## config.mk

```make
export PLATFORM = sky130hd
export DESIGN_NAME = two_wire_register_master_core
export DESIGN_NICKNAME = d
export VERILOG_FILES = /design/src/sv/twrm_pkg.sv /design/src/sv/twrm_engine.sv /design/src/sv/two_wire_register_master_core.sv
export SDC_FILE = /design/constraint.sdc
export NUM_CORES = 1
export LEC_CHECK = 0
export BUFFER_PORTS_ARGS = -buffer_cell sky130_fd_sc_hd__buf_2
export CELL_PAD_IN_SITES_DETAIL_PLACEMENT = 1
export CELL_PAD_IN_SITES_GLOBAL_PLACEMENT = 2
export CORE_ASPECT_RATIO = 0.9
export CORE_MARGIN = 2
export CORE_UTILIZATION = 41
export CTS_BUF_LIST = sky130_fd_sc_hd__clkbuf_2 sky130_fd_sc_hd__clkbuf_4 sky130_fd_sc_hd__clkbuf_8
export DETAILED_ROUTE_END_ITERATION = 7
export PLACE_DENSITY = 0.86
export SLEW_MARGIN = 20
export SYNTH_ARGS = -nofsm -noshare
export SYNTH_HDL_FRONTEND = slang
export SYNTH_SLANG_ARGS = --single-unit
```

## constraint.sdc

```tcl
create_clock -name clk -period 6.1 [get_ports clk]
set_input_delay 0.915 -clock clk [delete_from_list [all_inputs] [get_ports clk]]
set_output_delay 0.915 -clock clk [all_outputs]
set_load 0.02 [all_outputs]
```

## src/sv/twrm_pkg.sv

```systemverilog
// shared types and constants of the two-wire register master
// no dependencies
package twrm_pkg;

	localparam int TPU_W = 16;
	localparam logic [TPU_W-1:0] TICKS_RESET = 16'd100;
	localparam logic [7:0] MSB_MASK = 8'h80;

	localparam logic [1:0] REQ_TICK  = 2'd0;
	localparam logic [1:0] REQ_WRITE = 2'd1;
	localparam logic [1:0] REQ_READ  = 2'd2;

	typedef struct packed {
		logic [1:0] req_type;
		logic [7:0] reg_byte;
		logic [7:0] wr_data;
		logic       sda_in;
	} item_t;

	typedef struct packed {
		logic       scl;
		logic       sda_out;
		logic       sda_drive;
		logic       busy_res;
		logic       done_res;
		logic [7:0] rd_data;
	} res_t;

	typedef enum logic [17:0] {
		PH_IDLE    = 18'h00001,
		PH_START_A = 18'h00002,
		PH_START_B = 18'h00004,
		PH_START_C = 18'h00008,
		PH_TX_SET  = 18'h00010,
		PH_TX_HIGH = 18'h00020,
		PH_TX_LOW  = 18'h00040,
		PH_TX_REL  = 18'h00080,
		PH_TX_CLK  = 18'h00100,
		PH_ACK     = 18'h00200,
		PH_ACK_END = 18'h00400,
		PH_RX_HIGH = 18'h00800,
		PH_RX_LOW  = 18'h01000,
		PH_RX_END  = 18'h02000,
		PH_RD_DRV  = 18'h04000,
		PH_STOP_A  = 18'h08000,
		PH_STOP_B  = 18'h10000,
		PH_FINISH  = 18'h20000
	} phase_t;

endpackage

```

## src/sv/twrm_engine.sv

```systemverilog
// bus sequencer of the two-wire register master: one tick per step
// depends on twrm_pkg
module twrm_engine import twrm_pkg::*; (
	input  logic             clk,
	input  logic             arst_n,
	input  logic             step,
	input  item_t            item,
	input  logic [TPU_W-1:0] ticks_per_unit,
	output res_t             res
);

	phase_t           phase_q, phase_n;
	logic [TPU_W-1:0] unit_timer_q, unit_timer_n;
	logic [2:0]       delay_units_q, delay_units_n;
	logic [3:0]       bit_count_q, bit_count_n;
	logic [7:0]       shift_byte_q, shift_byte_n;
	logic [7:0]       held_data_q, held_data_n;
	logic             is_read_q, is_read_n;
	logic             scl_level_q, scl_level_n;
	logic             sda_latch_q, sda_latch_n;
	logic             sda_driving_q, sda_driving_n;
	logic [7:0]       read_byte_q, read_byte_n;
	logic             second_byte_q, second_byte_n;
	logic             done;
	logic             go;
	logic [TPU_W-1:0] limit;

	always_comb begin
		phase_n       = phase_q;
		unit_timer_n  = unit_timer_q;
		delay_units_n = delay_units_q;
		bit_count_n   = bit_count_q;
		shift_byte_n  = shift_byte_q;
		held_data_n   = held_data_q;
		is_read_n     = is_read_q;
		scl_level_n   = scl_level_q;
		sda_latch_n   = sda_latch_q;
		sda_driving_n = sda_driving_q;
		read_byte_n   = read_byte_q;
		second_byte_n = second_byte_q;
		done          = 1'b0;
		go            = 1'b0;
		limit         = (ticks_per_unit == '0) ? TPU_W'(1) : ticks_per_unit;

		// time base: start a request, count down a delay, or run at once
		if (phase_q == PH_IDLE) begin
			if (item.req_type == REQ_WRITE || item.req_type == REQ_READ) begin
				is_read_n     = (item.req_type == REQ_READ);
				shift_byte_n  = item.reg_byte;
				held_data_n   = item.wr_data;
				second_byte_n = 1'b0;
				bit_count_n   = '0;
				delay_units_n = '0;
				unit_timer_n  = '0;
				phase_n       = PH_START_A;
				go            = 1'b1;
			end
		end else if (delay_units_q != '0) begin
			unit_timer_n = unit_timer_q + TPU_W'(1);
			if (unit_timer_n >= limit) begin
				unit_timer_n  = '0;
				delay_units_n = delay_units_q - 3'd1;
			end
			go = (delay_units_n == '0);
		end else begin
			go = 1'b1;
		end

		if (go) begin
			case (phase_n)
				PH_IDLE: begin
				end
				PH_START_A: begin
					sda_latch_n = 1'b1;
					scl_level_n = 1'b1;
					delay_units_n = 3'd5; unit_timer_n = '0; phase_n = PH_START_B;
				end
				PH_START_B: begin
					sda_latch_n = 1'b0;
					delay_units_n = 3'd5; unit_timer_n = '0; phase_n = PH_START_C;
				end
				PH_START_C: begin
					scl_level_n = 1'b0;
					bit_count_n = '0;
					delay_units_n = 3'd2; unit_timer_n = '0; phase_n = PH_TX_SET;
				end
				PH_TX_SET: begin
					sda_latch_n = ((shift_byte_n & MSB_MASK) != '0);
					delay_units_n = 3'd3; unit_timer_n = '0; phase_n = PH_TX_HIGH;
				end
				PH_TX_HIGH: begin
					scl_level_n = 1'b1;
					delay_units_n = 3'd5; unit_timer_n = '0; phase_n = PH_TX_LOW;
				end
				PH_TX_LOW: begin
					scl_level_n  = 1'b0;
					shift_byte_n = {shift_byte_n[6:0], 1'b0};
					bit_count_n  = bit_count_n + 4'd1;
					delay_units_n = (bit_count_n < 4'd8) ? 3'd2 : 3'd5;
					unit_timer_n  = '0;
					phase_n = (bit_count_n < 4'd8) ? PH_TX_SET : PH_TX_REL;
				end
				PH_TX_REL: begin
					sda_driving_n = 1'b0;
					delay_units_n = 3'd1; unit_timer_n = '0; phase_n = PH_TX_CLK;
				end
				PH_TX_CLK: begin
					// clock goes high and the acknowledge is sampled on the same tick
					scl_level_n = 1'b1;
					if (!item.sda_in) begin
						delay_units_n = 3'd5; unit_timer_n = '0; phase_n = PH_ACK_END;
					end else begin
						phase_n = PH_ACK;
					end
				end
				PH_ACK: begin
					if (!item.sda_in) begin
						delay_units_n = 3'd5; unit_timer_n = '0; phase_n = PH_ACK_END;
					end
				end
				PH_ACK_END: begin
					scl_level_n = 1'b0;
					unit_timer_n = '0;
					if (is_read_n) begin
						bit_count_n  = '0;
						shift_byte_n = '0;
						delay_units_n = 3'd5; phase_n = PH_RX_HIGH;
					end else if (!second_byte_n) begin
						sda_driving_n = 1'b1;
						shift_byte_n  = held_data_n;
						second_byte_n = 1'b1;
						bit_count_n   = '0;
						delay_units_n = 3'd2; phase_n = PH_TX_SET;
					end else begin
						sda_driving_n = 1'b1;
						delay_units_n = 3'd5; phase_n = PH_STOP_A;
					end
				end
				PH_RX_HIGH: begin
					scl_level_n  = 1'b1;
					shift_byte_n = {shift_byte_n[6:0], item.sda_in};
					delay_units_n = 3'd5; unit_timer_n = '0; phase_n = PH_RX_LOW;
				end
				PH_RX_LOW: begin
					scl_level_n = 1'b0;
					bit_count_n = bit_count_n + 4'd1;
					delay_units_n = 3'd5; unit_timer_n = '0;
					phase_n = (bit_count_n < 4'd8) ? PH_RX_HIGH : PH_RX_END;
				end
				PH_RX_END: begin
					scl_level_n = 1'b1;
					read_byte_n = shift_byte_n;
					delay_units_n = 3'd5; unit_timer_n = '0; phase_n = PH_RD_DRV;
				end
				PH_RD_DRV: begin
					sda_driving_n = 1'b1;
					delay_units_n = 3'd5; unit_timer_n = '0; phase_n = PH_STOP_A;
				end
				PH_STOP_A: begin
					scl_level_n = 1'b1;
					delay_units_n = 3'd5; unit_timer_n = '0; phase_n = PH_STOP_B;
				end
				PH_STOP_B: begin
					sda_latch_n = 1'b1;
					delay_units_n = 3'd5; unit_timer_n = '0; phase_n = PH_FINISH;
				end
				PH_FINISH: begin
					phase_n = PH_IDLE;
					done    = 1'b1;
				end
				default: begin
					phase_n = PH_IDLE;
				end
			endcase
		end
	end

	always_ff @(posedge clk or negedge arst_n) begin
		if (!arst_n) begin
			phase_q       <= PH_IDLE;
			unit_timer_q  <= '0;
			delay_units_q <= '0;
			bit_count_q   <= '0;
			shift_byte_q  <= '0;
			held_data_q   <= '0;
			is_read_q     <= 1'b0;
			scl_level_q   <= 1'b1;
			sda_latch_q   <= 1'b1;
			sda_driving_q <= 1'b1;
			read_byte_q   <= '0;
			second_byte_q <= 1'b0;
		end else if (step) begin
			phase_q       <= phase_n;
			unit_timer_q  <= unit_timer_n;
			delay_units_q <= delay_units_n;
			bit_count_q   <= bit_count_n;
			shift_byte_q  <= shift_byte_n;
			held_data_q   <= held_data_n;
			is_read_q     <= is_read_n;
			scl_level_q   <= scl_level_n;
			sda_latch_q   <= sda_latch_n;
			sda_driving_q <= sda_driving_n;
			read_byte_q   <= read_byte_n;
			second_byte_q <= second_byte_n;
		end
	end

	assign res.scl       = scl_level_n;
	assign res.sda_out   = sda_latch_n;
	assign res.sda_drive = sda_driving_n;
	assign res.busy_res  = (phase_n != PH_IDLE);
	assign res.done_res  = done;
	assign res.rd_data   = read_byte_n;

endmodule

```

## src/sv/two_wire_register_master_core.sv

```systemverilog
// top level of the two-wire register master: input stage, sequencer, result queue
// depends on twrm_pkg and twrm_engine
//
// usage
//   every transfer on the item channel is one tick of the bus time base;
//   req_type starts a register write or read when the master is idle and is
//   ignored otherwise, sda_in carries the sampled data line for that tick
//   every item yields exactly one transfer on the res channel with the line
//   levels (scl, sda_out, sda_drive), busy/done flags and the last read byte
//   as they stand after that tick
//   cfg_we/cfg_data write ticks_per_unit (ticks per 10 us unit, reset 100)
// timing
//   an accepted item waits in the input register, then passes through the
//   sequencer into the result queue; throughput is one item per cycle while
//   the result queue is not full
// reset
//   arst_n clears the input stage and the queue; the bus idles with scl,
//   sda_out and sda_drive high
// stall
//   a two-entry result queue absorbs a stalled receiver; item_stall rises
//   only once the queue is full and the input register holds a waiting item
module two_wire_register_master_core import twrm_pkg::*; (
	input  logic             clk,
	input  logic             arst_n,
	// item channel
	input  logic             item_valid,
	output logic             item_stall,
	input  item_t            item,
	// result channel
	output logic             res_valid,
	input  logic             res_stall,
	output res_t             res,
	// configuration write
	input  logic             cfg_we,
	input  logic [TPU_W-1:0] cfg_data
);

	localparam int FIFO_DEPTH = 2;
	localparam int PTR_W      = $clog2(FIFO_DEPTH);
	localparam int CNT_W      = $clog2(FIFO_DEPTH + 1);

	logic [TPU_W-1:0] tpu_q;

	// input register
	logic  item_valid_s1;
	item_t item_s1;

	// result queue
	res_t             fifo_q [FIFO_DEPTH];
	logic [PTR_W-1:0] wr_ptr_q, rd_ptr_q;
	logic [CNT_W-1:0] count_q;

	logic  full;
	logic  push;
	logic  pop;
	logic  accept;
	res_t  step_res;

	assign full       = (count_q == CNT_W'(FIFO_DEPTH));
	assign push       = item_valid_s1 && !full;
	assign pop        = res_valid && !res_stall;
	assign item_stall = item_valid_s1 && full;
	assign accept     = item_valid && !item_stall;

	// ticks_per_unit register, a new value applies from the next tick
	always_ff @(posedge clk or negedge arst_n) begin
		if (!arst_n) begin
			tpu_q <= TICKS_RESET;
		end else if (cfg_we) begin
			tpu_q <= cfg_data;
		end
	end

	// input stage: holds one item until the queue has room
	always_ff @(posedge clk or negedge arst_n) begin
		if (!arst_n) begin
			item_valid_s1 <= 1'b0;
		end else if (accept) begin
			item_valid_s1 <= 1'b1;
		end else if (push) begin
			item_valid_s1 <= 1'b0;
		end
	end

	always_ff @(posedge clk) begin
		if (accept) begin
			item_s1 <= item;
		end
	end

	// sequencer advances one tick each time its result enters the queue
	twrm_engine u_engine (
		.clk            (clk),
		.arst_n         (arst_n),
		.step           (push),
		.item           (item_s1),
		.ticks_per_unit (tpu_q),
		.res            (step_res)
	);

	// queue storage
	always_ff @(posedge clk) begin
		if (push) begin
			fifo_q[wr_ptr_q] <= step_res;
		end
	end

	// queue pointers and fill level
	always_ff @(posedge clk or negedge arst_n) begin
		if (!arst_n) begin
			wr_ptr_q <= '0;
			rd_ptr_q <= '0;
			count_q  <= '0;
		end else begin
			if (push) begin
				wr_ptr_q <= wr_ptr_q + PTR_W'(1);
			end
			if (pop) begin
				rd_ptr_q <= rd_ptr_q + PTR_W'(1);
			end
			if (push && !pop) begin
				count_q <= count_q + CNT_W'(1);
			end else if (pop && !push) begin
				count_q <= count_q - CNT_W'(1);
			end
		end
	end

	assign res_valid = (count_q != '0);
	assign res       = fifo_q[rd_ptr_q];

endmodule

```

==> run summary, run 1 <==
STATUS
-------------------------------------------------------------------------------------------
Result of the run                                                              finished clean

GLOBAL ROUTING
-------------------------------------------------------------------------------------------
Most utilized layer in the global route result                                         met2
Global-route wire length before repair                                             33220 µm
Number of antenna violations at the first check in global routing                         0
GRT met1 Usage                                                                       31.28%
GRT Residual Overflow                                                                     0
Met3 track demand over resource                                                      4.826%
Global Route met2 Usage                                                              33.33%
Largest net degree at the start of global routing                                        77
Via count of the first global-routing pass                                             6138
Overall track demand over capacity in global routing                                 21.90%

YOSYS
-------------------------------------------------------------------------------------------
Number of warnings reported in the yosys synthesis log                                    0
Post-synthesis async set-or-reset flop share                                         66.91%
Distinct cell type count of the synthesized netlist                                      64
Largest family of logic cells by synthesized area                              simple AND/OR/NAND/NOR gates
Compound-cell area share of the yosys netlist                                        16.46%
Post-Synth Simple-Gate Area                                                          18.03%
Mapped Nets                                                                             798
Most common flop cell mapped by yosys                                               dfrtp_1
Xor and xnor area share after synthesis                                              3.073%
Synthesized instance count                                                              736
Cell area after synthesis                                                          7411 µm²
Mux cell area share after synthesis                                                  6.196%
Mean area per synthesized cell                                                    10.07 µm²
Flop and latch count out of synthesis                                                   136
Post-synthesis sequential area ratio                                                 49.08%
Adder and majority gate portion of the synthesized area                              3.714%
Number of synthesized flops with an enable pin                                           45

STA
-------------------------------------------------------------------------------------------
Final critical delay including setup and external delays                           5.226 ns
Highest clock frequency the design can meet                                       191.4 MHz
Worst Tran Pin Value                                                               1.032 ns
Slew headroom                                                                        31.04%
Max Slew Vio Count                                                                        0
Crit share post-route                                                                85.66%
Endpoints failing setup                                                                   0
Clock Skews                                                                     0.009483 ns
RSZ-0062 raised after global routing                                                  false
Setup total negative slack                                                             0 ns
Worst slack on hold paths                                                         0.3036 ns
Fin. Hold Viols                                                                           0
Setup ws final                                                                    0.8745 ns

CLOCK NETWORK
-------------------------------------------------------------------------------------------
Maximum clock insertion buffer count                                                      2
CTS clock-pin slew for the worst setup and hold paths                               0.09 ns
Clock latency on the worst-skew pair                                                0.45 ns
Deepest level of the CTS H-tree                                                           4
TritonCTS Sinks                                                                         136
CTS-repair resized insts                                                                  0
Number of clock buffers inserted by TritonCTS                                            17
Setup Buffers After CTS                                                                   0
Clock root buffer                                                                  clkbuf_8
TritonCTS clock tree                                                                   done
Post-cts hold buffer count                                                                0

CRITICAL PATH
-------------------------------------------------------------------------------------------
Crit-path max FO                                                                         26
Worst path arrival time                                                             5.59 ns
Required time of the critical path                                                  6.46 ns
Launching element type of the critical path                                       flip-flop
CP Class                                                                       flip-flop to flip-flop
Crit path capture type                                                            flip-flop

FLOORPLANNING
-------------------------------------------------------------------------------------------
Die Y                                                                              131.5 µm
Effective utilization at floorplan                                                   41.94%
Cell row count                                                                           46
I/O pin total                                                                            55
Placeable core region                                                             17670 µm²
Area of the die                                                                   19170 µm²
Die Wd                                                                             145.7 µm

PLACE
-------------------------------------------------------------------------------------------
Routability congestion estimate from global placement                                0.8989
Placed Cells                                                                           1004
Estimated wirelength of the detail-placed design                                   14990 µm
Port bufs                                                                                54
Setup slack at placement                                                          0.9633 ns

CELLS AND AREA
-------------------------------------------------------------------------------------------
Number of nets in the final layout                                                      845
Count of antenna diodes in the layout                                                     0
Layout Area Growth over Synthesis                                                    12.80%
Fraction of final layout cells with drive strength greater than 1                    17.71%
Leading cell types in the layout, fill and taps excluded                       nand2_1 (94), o21ai_0 (85), dfrtp_1 (84)
Final-layout fill cell count                                                           2026
Final Non-Filler Cells                                                                 1036
Most frequent standard cell in the layout excluding fill and tap cells              nand2_1

POWER
-------------------------------------------------------------------------------------------
Power density relative to cell area                                            432.5 nW/µm²
Tot Pwr                                                                             3616 µW
LEAKAGE                                                                         0.003561 µW
Peak supply drop                                                                   163.8 µV

ROUTING
-------------------------------------------------------------------------------------------
Detailed-routing iteration count for the pre-antenna-repair pass                          5
Number of DRC violations after detailed routing                                           0
Detailed-route wire length                                                         20370 µm
Remaining number of nets flagged by the antenna check after routing                       0
Number of design-rule violations left by the first detailed-router iteration            339
Total number of vias                                                                   5950
Mean routed wirelength per cell                                                    19.66 µm
Number of vias per cell after detailed routing                                        5.743

HOLD PATH
-------------------------------------------------------------------------------------------
Class of the tightest hold or removal check                                    primary input to async pin

JOB
-------------------------------------------------------------------------------------------
Max-cap viol count                                                                        0

## metrics by stage
| stage | cell area [µm²] | util, % |
|---|---|---|
| 3_3_place_gp | 7910 | 44.77 |
| 2_1_floorplan | 7411 | - |
| 3_5_place_dp | 7910 | 44.77 |
| 4_1_cts | 8353 | 47.27 |
| 5_1_grt | 8359 | 47.31 |
| 6_report | 8359 | 47.31 |
## cells in the mapped netlist (all sizes together) (4+ instances only)
cell	instances	area share [%]
mux2i	20	2.7
dfrtp	84	28
nor2b	4	0.34
mux2	23	3.5
a21o	7	0.71
a211o	4	0.47
o21bai	7	0.71
nor4	14	2.0
nor3	15	1.0
and3	10	0.84
a32o	6	0.81
xor2	16	1.9
o21ai	85	5.7
clkbuf	24	1.2
nor3b	4	0.41
nor2	40	2.0
a21oi	22	1.5
nand2b	12	1.0
o22ai	9	0.76
xnor2	10	1.2
buf	9	0.61
nand4	12	1.1
ha	22	3.7
inv	32	1.6
a22o	5	0.59
nand2	94	4.8
nand3	19	1.3
a211oi	6	0.74
o31ai	5	0.51
nor4b	5	0.68
a2bb2oi	8	0.95
dfstp	7	2.5
or4	4	0.51
or2	4	0.34
edfxtp	45	18
## area by class of cell
cell class              instances  area (µm²)  area share [%]
repair buffers                 61       329.1           3.937
multi-input cells             535        3530           42.22
flip-flops and latches        136        3637           43.51
clock inverters                15       209.0           2.500
inverters                      32       120.1           1.437
clock buffers                  17       234.0           2.799
well taps                     240       300.3           3.592
## critical path, cell delays in order (launching register included)
cell and delay, ns:
dfrtp_1 0.46, ha_1 0.29, nand3_1 0.14, nor2_1 0.28, and3_1 0.29, and3_1 0.26, nand3_1 0.18, nor2_1 0.19
xor2_1 0.22, ha_1 0.27, nand2_1 0.08, o21ai_0 0.10, a211oi_1 0.54, nor2_1 0.12, a211oi_1 0.65, nand4_1 0.22
buf_4 0.27, nand2b_1 0.29, o21ai_0 0.28
## report_power, final
part           internal [µW]  leakage (µW)  total [µW]  switching (µW)
registers               1180       0.00160        1350             172
clock network            423      0.000220         832             409
logic                    521       0.00174        1440             915
total                   2120       0.00356        3620            1500
## logic make-up after synthesis
group,Yosys count
multiplexers,43
AO/OA/AOI/OAI,191
flip-flops,136
adder cells (fa/ha/maj),22
buffers and inverters,65
XOR/XNOR,26
AND/OR/NAND/NOR,253
## state kept, by name, summed over array words and instances (netlist names), 2 cells and up
register,flops
count_q,2
item_s1,19
u_engine.delay_units_q,3
u_engine.bit_count_q,4
u_engine.phase_q,18
u_engine.shift_byte_q,8
u_engine.unit_timer_q,16
fifo_q,26
tpu_q,16
u_engine.held_data_q,8
u_engine.read_byte_q,8
## layer usage
| metal | wire length (µm) | up-vias |
|---|---|---|
| met5 | 0 | - |
| met3 | 880 | 31 |
| met2 | 9199 | 142 |
| met1 | 9962 | 2989 |
| li1 | - | 2788 |
| met4 | 326 | 0 |
## path summary, 6_finish.rpt
kind,from,to,slack (ns),depth (start not counted)
max,u_engine.unit_timer_q[0],u_engine.read_byte_q[3],0.87,18
min,arst_n,tpu_q[13],0.30,1
max reg2reg,u_engine.unit_timer_q[0],u_engine.read_byte_q[3],0.87,18
min reg2reg,u_engine.shift_byte_q[4],u_engine.shift_byte_q[4],0.50,2
max in group asynchronous,arst_n,u_engine.held_data_q[0],4.82,2
min in group clk,u_engine.shift_byte_q[4],u_engine.shift_byte_q[4],0.50,2
Note: power is estimated with default switching activity, not from simulation.
==> run 2, diff against run 1 <==
Settings changed: CORE_UTILIZATION 41 to 39, CTS_BUF_LIST sky130_fd_sc_hd__clkbuf_2 sky130_fd_sc_hd__clkbuf_4 sky130_fd_sc_hd__clkbuf_8 to not set, PLACE_DENSITY 0.86 to 0.82.
==> run summary, run 2 (synthesis results as in run 1) <==
STATUS
-------------------------------------------------------------------------------------------
Result of the run                                                              finished clean

POWER
-------------------------------------------------------------------------------------------
Switching power as a share of total power                                            39.77%   -1.6 points
Tot Pwr                                                                             3836 µW   +6.1%
Internal power contribution                                                         2310 µW   +9.0%
Peak supply drop                                                                   176.0 µV   +7.5%
Portion of total power attributed to combinational logic                              37.6%   -2.1 points
LEAKAGE                                                                         0.003623 µW   +1.7%
Flop pwr share                                                                        35.1%   -2.2 points
Net switching component of the power                                                1526 µW   +2.0%
Power density relative to cell area                                            450.7 nW/µm²   +4.2%
Clk network pwr share                                                                 27.3%   +4.3 points

PLACE
-------------------------------------------------------------------------------------------
Estimated wirelength of the detail-placed design                                   15100 µm   +0.68%
Post-DP Area                                                                       7916 µm²   about the same
Placed Cells                                                                           1009   +0.50%
Routability congestion estimate from global placement                                0.9220   +2.6%
Port bufs                                                                                54   unchanged

CLOCK NETWORK
-------------------------------------------------------------------------------------------
Deepest level of the CTS H-tree                                                           4   unchanged
Maximum clock insertion buffer count                                                      2   unchanged
Clock latency on the worst-skew pair                                                0.42 ns   -0.03 ns
Setup Buffers After CTS                                                                   0   unchanged
TritonCTS clock tree                                                                   done
CTS-repair resized insts                                                                  0   unchanged
Clock root buffer                                                                 clkbuf_16
CTS clock-pin slew for the worst setup and hold paths                               0.06 ns   -0.03 ns
TritonCTS Sinks                                                                         136   unchanged
Number of clock buffers inserted by TritonCTS                                            17   unchanged
Post-cts hold buffer count                                                                0   unchanged

ROUTING
-------------------------------------------------------------------------------------------
Number of vias per cell after detailed routing                                        5.703   -0.70%
Wire length on met2                                                                 9604 µm   +4.4%
Detailed-route wire length                                                         20810 µm   +2.2%
Amount of wire on met3 after detailed routing                                        811 µm   -7.8%
Number of design-rule violations left by the first detailed-router iteration            368   +8.6%
Detailed-routing wirelength on met1                                                10180 µm   +2.2%
Detailed-routing iteration count for the pre-antenna-repair pass                          4   -1
Remaining number of nets flagged by the antenna check after routing                       0   unchanged
Total number of vias                                                                   5937   -0.22%
Mean routed wirelength per cell                                                    19.99 µm   +1.7%
Top layer used by detailed routing                                                     met4
Number of DRC violations after detailed routing                                           0   unchanged

FLOORPLANNING
-------------------------------------------------------------------------------------------
Die Y                                                                              134.8 µm   +2.5%
I/O pin total                                                                            55   unchanged
Placeable core region                                                             18520 µm²   +4.8%
Die Wd                                                                             149.3 µm   +2.5%
Area of the die                                                                   20120 µm²   +5.0%
Cell row count                                                                           47   +2.2%
Effective utilization at floorplan                                                   40.01%   -1.9 points

GLOBAL ROUTING
-------------------------------------------------------------------------------------------
Overall track demand over capacity in global routing                                 21.54%   -0.36 points
Number of antenna violations at the first check in global routing                         0   unchanged
Global-route wire length before repair                                             33460 µm   +0.73%
Via count of the first global-routing pass                                             6183   +0.73%
GRT Residual Overflow                                                                     0   unchanged
Largest net degree at the start of global routing                                        73   -5.2%

STA
-------------------------------------------------------------------------------------------
Highest clock frequency the design can meet                                       180.9 MHz   -5.5%
Slew headroom                                                                        33.63%   +2.6 points
Worst Tran Pin Value                                                              0.9956 ns   -0.03661 ns
RSZ-0062 raised after global routing                                                  false
Final critical delay including setup and external delays                           5.528 ns   +0.3022 ns
Clock Skews                                                                     0.006598 ns   -0.002885 ns
Max Slew Vio Count                                                                        0   unchanged
Setup total negative slack                                                             0 ns   unchanged
Crit share post-route                                                                90.62%   +5.0 points
Endpoints failing setup                                                                   0   unchanged
Fin. Hold Viols                                                                           0   unchanged

CRITICAL PATH
-------------------------------------------------------------------------------------------
Crit path capture type                                                            flip-flop
Reg2reg start                                                                  u_engine.unit_timer_q[0]
Capture point of the worst path                                                u_engine.bit_count_q[3]
Crit-path max FO                                                                         13   -50%
Master of the slowest instance on the critical path                                a211oi_1
Required time of the critical path                                                  6.40 ns   -0.06 ns
Worst path arrival time                                                             5.83 ns   +0.24 ns
Number of cell instances on the worst register-to-register path                          17   -1
Crit path max-delay family                                                     compound AO/OA/AOI/OAI gates
Critical Path Most Common Cell                                                       and3_1
Launching element type of the critical path                                       flip-flop
CP Class                                                                       flip-flop to flip-flop
Minimum setup slack among reg-to-reg paths                                          0.57 ns   -0.30 ns
Count of cell instances traversed by the critical path                                   17   -1
Beginning of the critical path                                                 u_engine.unit_timer_q[0]
Worst reg2reg endpoint                                                         u_engine.bit_count_q[3]
CP Buf/Inv Count                                                                          1   unchanged
Cell breakdown of the critical path                                            nand3_1 -> nor3_1 -> and3_1 -> and3_1 -> and3_1 -> nand3_1 -> xnor2_1 -> ha_1 -> a21oi_1 -> o21ai_0 -> a211oi_1 -> a21bo_2 -> a211oi_2 -> buf_4 -> nor2_1 -> a21oi_1 -> a211o_1
Largest stage delay on the critical path                                            0.71 ns   +0.06 ns

CELLS AND AREA
-------------------------------------------------------------------------------------------
FF+latch area                                                                      3637 µm²   unchanged
Final-layout fill cell count                                                           2080   +2.7%
Most frequent standard cell in the layout excluding fill and tap cells              nand2_1
Number of nets in the final layout                                                      845   unchanged
Leading cell types in the layout, fill and taps excluded                       nand2_1 (94), o21ai_0 (85), dfrtp_1 (84)
Area of the multi-input gates                                                      3533 µm²   +0.11%
Fraction of final layout cells with drive strength greater than 1                    17.59%   -0.13 points
Layout Area Growth over Synthesis                                                    14.84%
Register bank with the most flops                                                    fifo_q
Finished layout cell area                                                          8511 µm²   +1.8%
Final Non-Filler Cells                                                                 1041   +0.48%
Core utilization of the finished layout                                              45.94%   -1.4 points
Count of antenna diodes in the layout                                                     0   unchanged
Largest registers                                                              fifo_q x26, item_s1 x19, u_engine.phase_q x18
Number of flip-flops under the largest register name                                     26   unchanged

HOLD PATH
-------------------------------------------------------------------------------------------
Class of the tightest hold or removal check                                    primary input to async pin

JOB
-------------------------------------------------------------------------------------------
Max-cap viol count                                                                        0   unchanged

## run 2: area by class of cell
class / count / share of cell area [%]
clock buffer: 17 / 4.999
clock inverter: 15 / 1.911
inverter: 32 / 1.411
multi-input combinational: 535 / 41.52
sequential: 136 / 42.74
tap: 245 / 3.602
timing repair buffer: 61 / 3.822
## run 2: routing by layer
| layer | track usage, % | vias to the layer above |
|---|---|---|
| li1 | - | 2791 |
| met4 | 4.815 | 0 |
| met5 | 0 | - |
| met2 | 33.92 | 130 |
| met1 | 30.78 | 2997 |
| met3 | 4.426 | 19 |
## run 2: power groups by stage
stage / clock network, µW / registers [µW] / logic, µW
after floorplan: 0 / 1270 / 1050
after global placement: 0 / 1340 / 1390
after detailed placement: 0 / 1360 / 1430
after CTS: 1060 / 1350 / 1440
after global routing: 1100 / 1380 / 1590
final: 1050 / 1350 / 1440
## run 2: worst min-delay path by stage
stage / startpoint / endpoint / slack [ns] / cells past startpoint
after floorplan: u_engine.shift_byte_q[0] / u_engine.shift_byte_q[0] / 0.45 / 2
after detailed placement: u_engine.shift_byte_q[0] / u_engine.shift_byte_q[0] / 0.47 / 2
after global routing: arst_n / tpu_q[11] / 0.36 / 1
after CTS: arst_n / tpu_q[11] / 0.35 / 1
after global placement: u_engine.sda_latch_q / u_engine.sda_latch_q / 0.46 / 2
final: arst_n / tpu_q[11] / 0.36 / 1
## run 2: through the flow
| stage | hold slack, ns | setup WS (ns) |
|---|---|---|
| global placement | 0.4630 | 0.9883 |
| global route | 0.3594 | 0.08801 |
| detailed placement | 0.4706 | 0.6906 |
| floorplan | 0.4496 | 1.890 |
| CTS | 0.3540 | 0.6512 |
| finish | 0.3614 | 0.5723 |
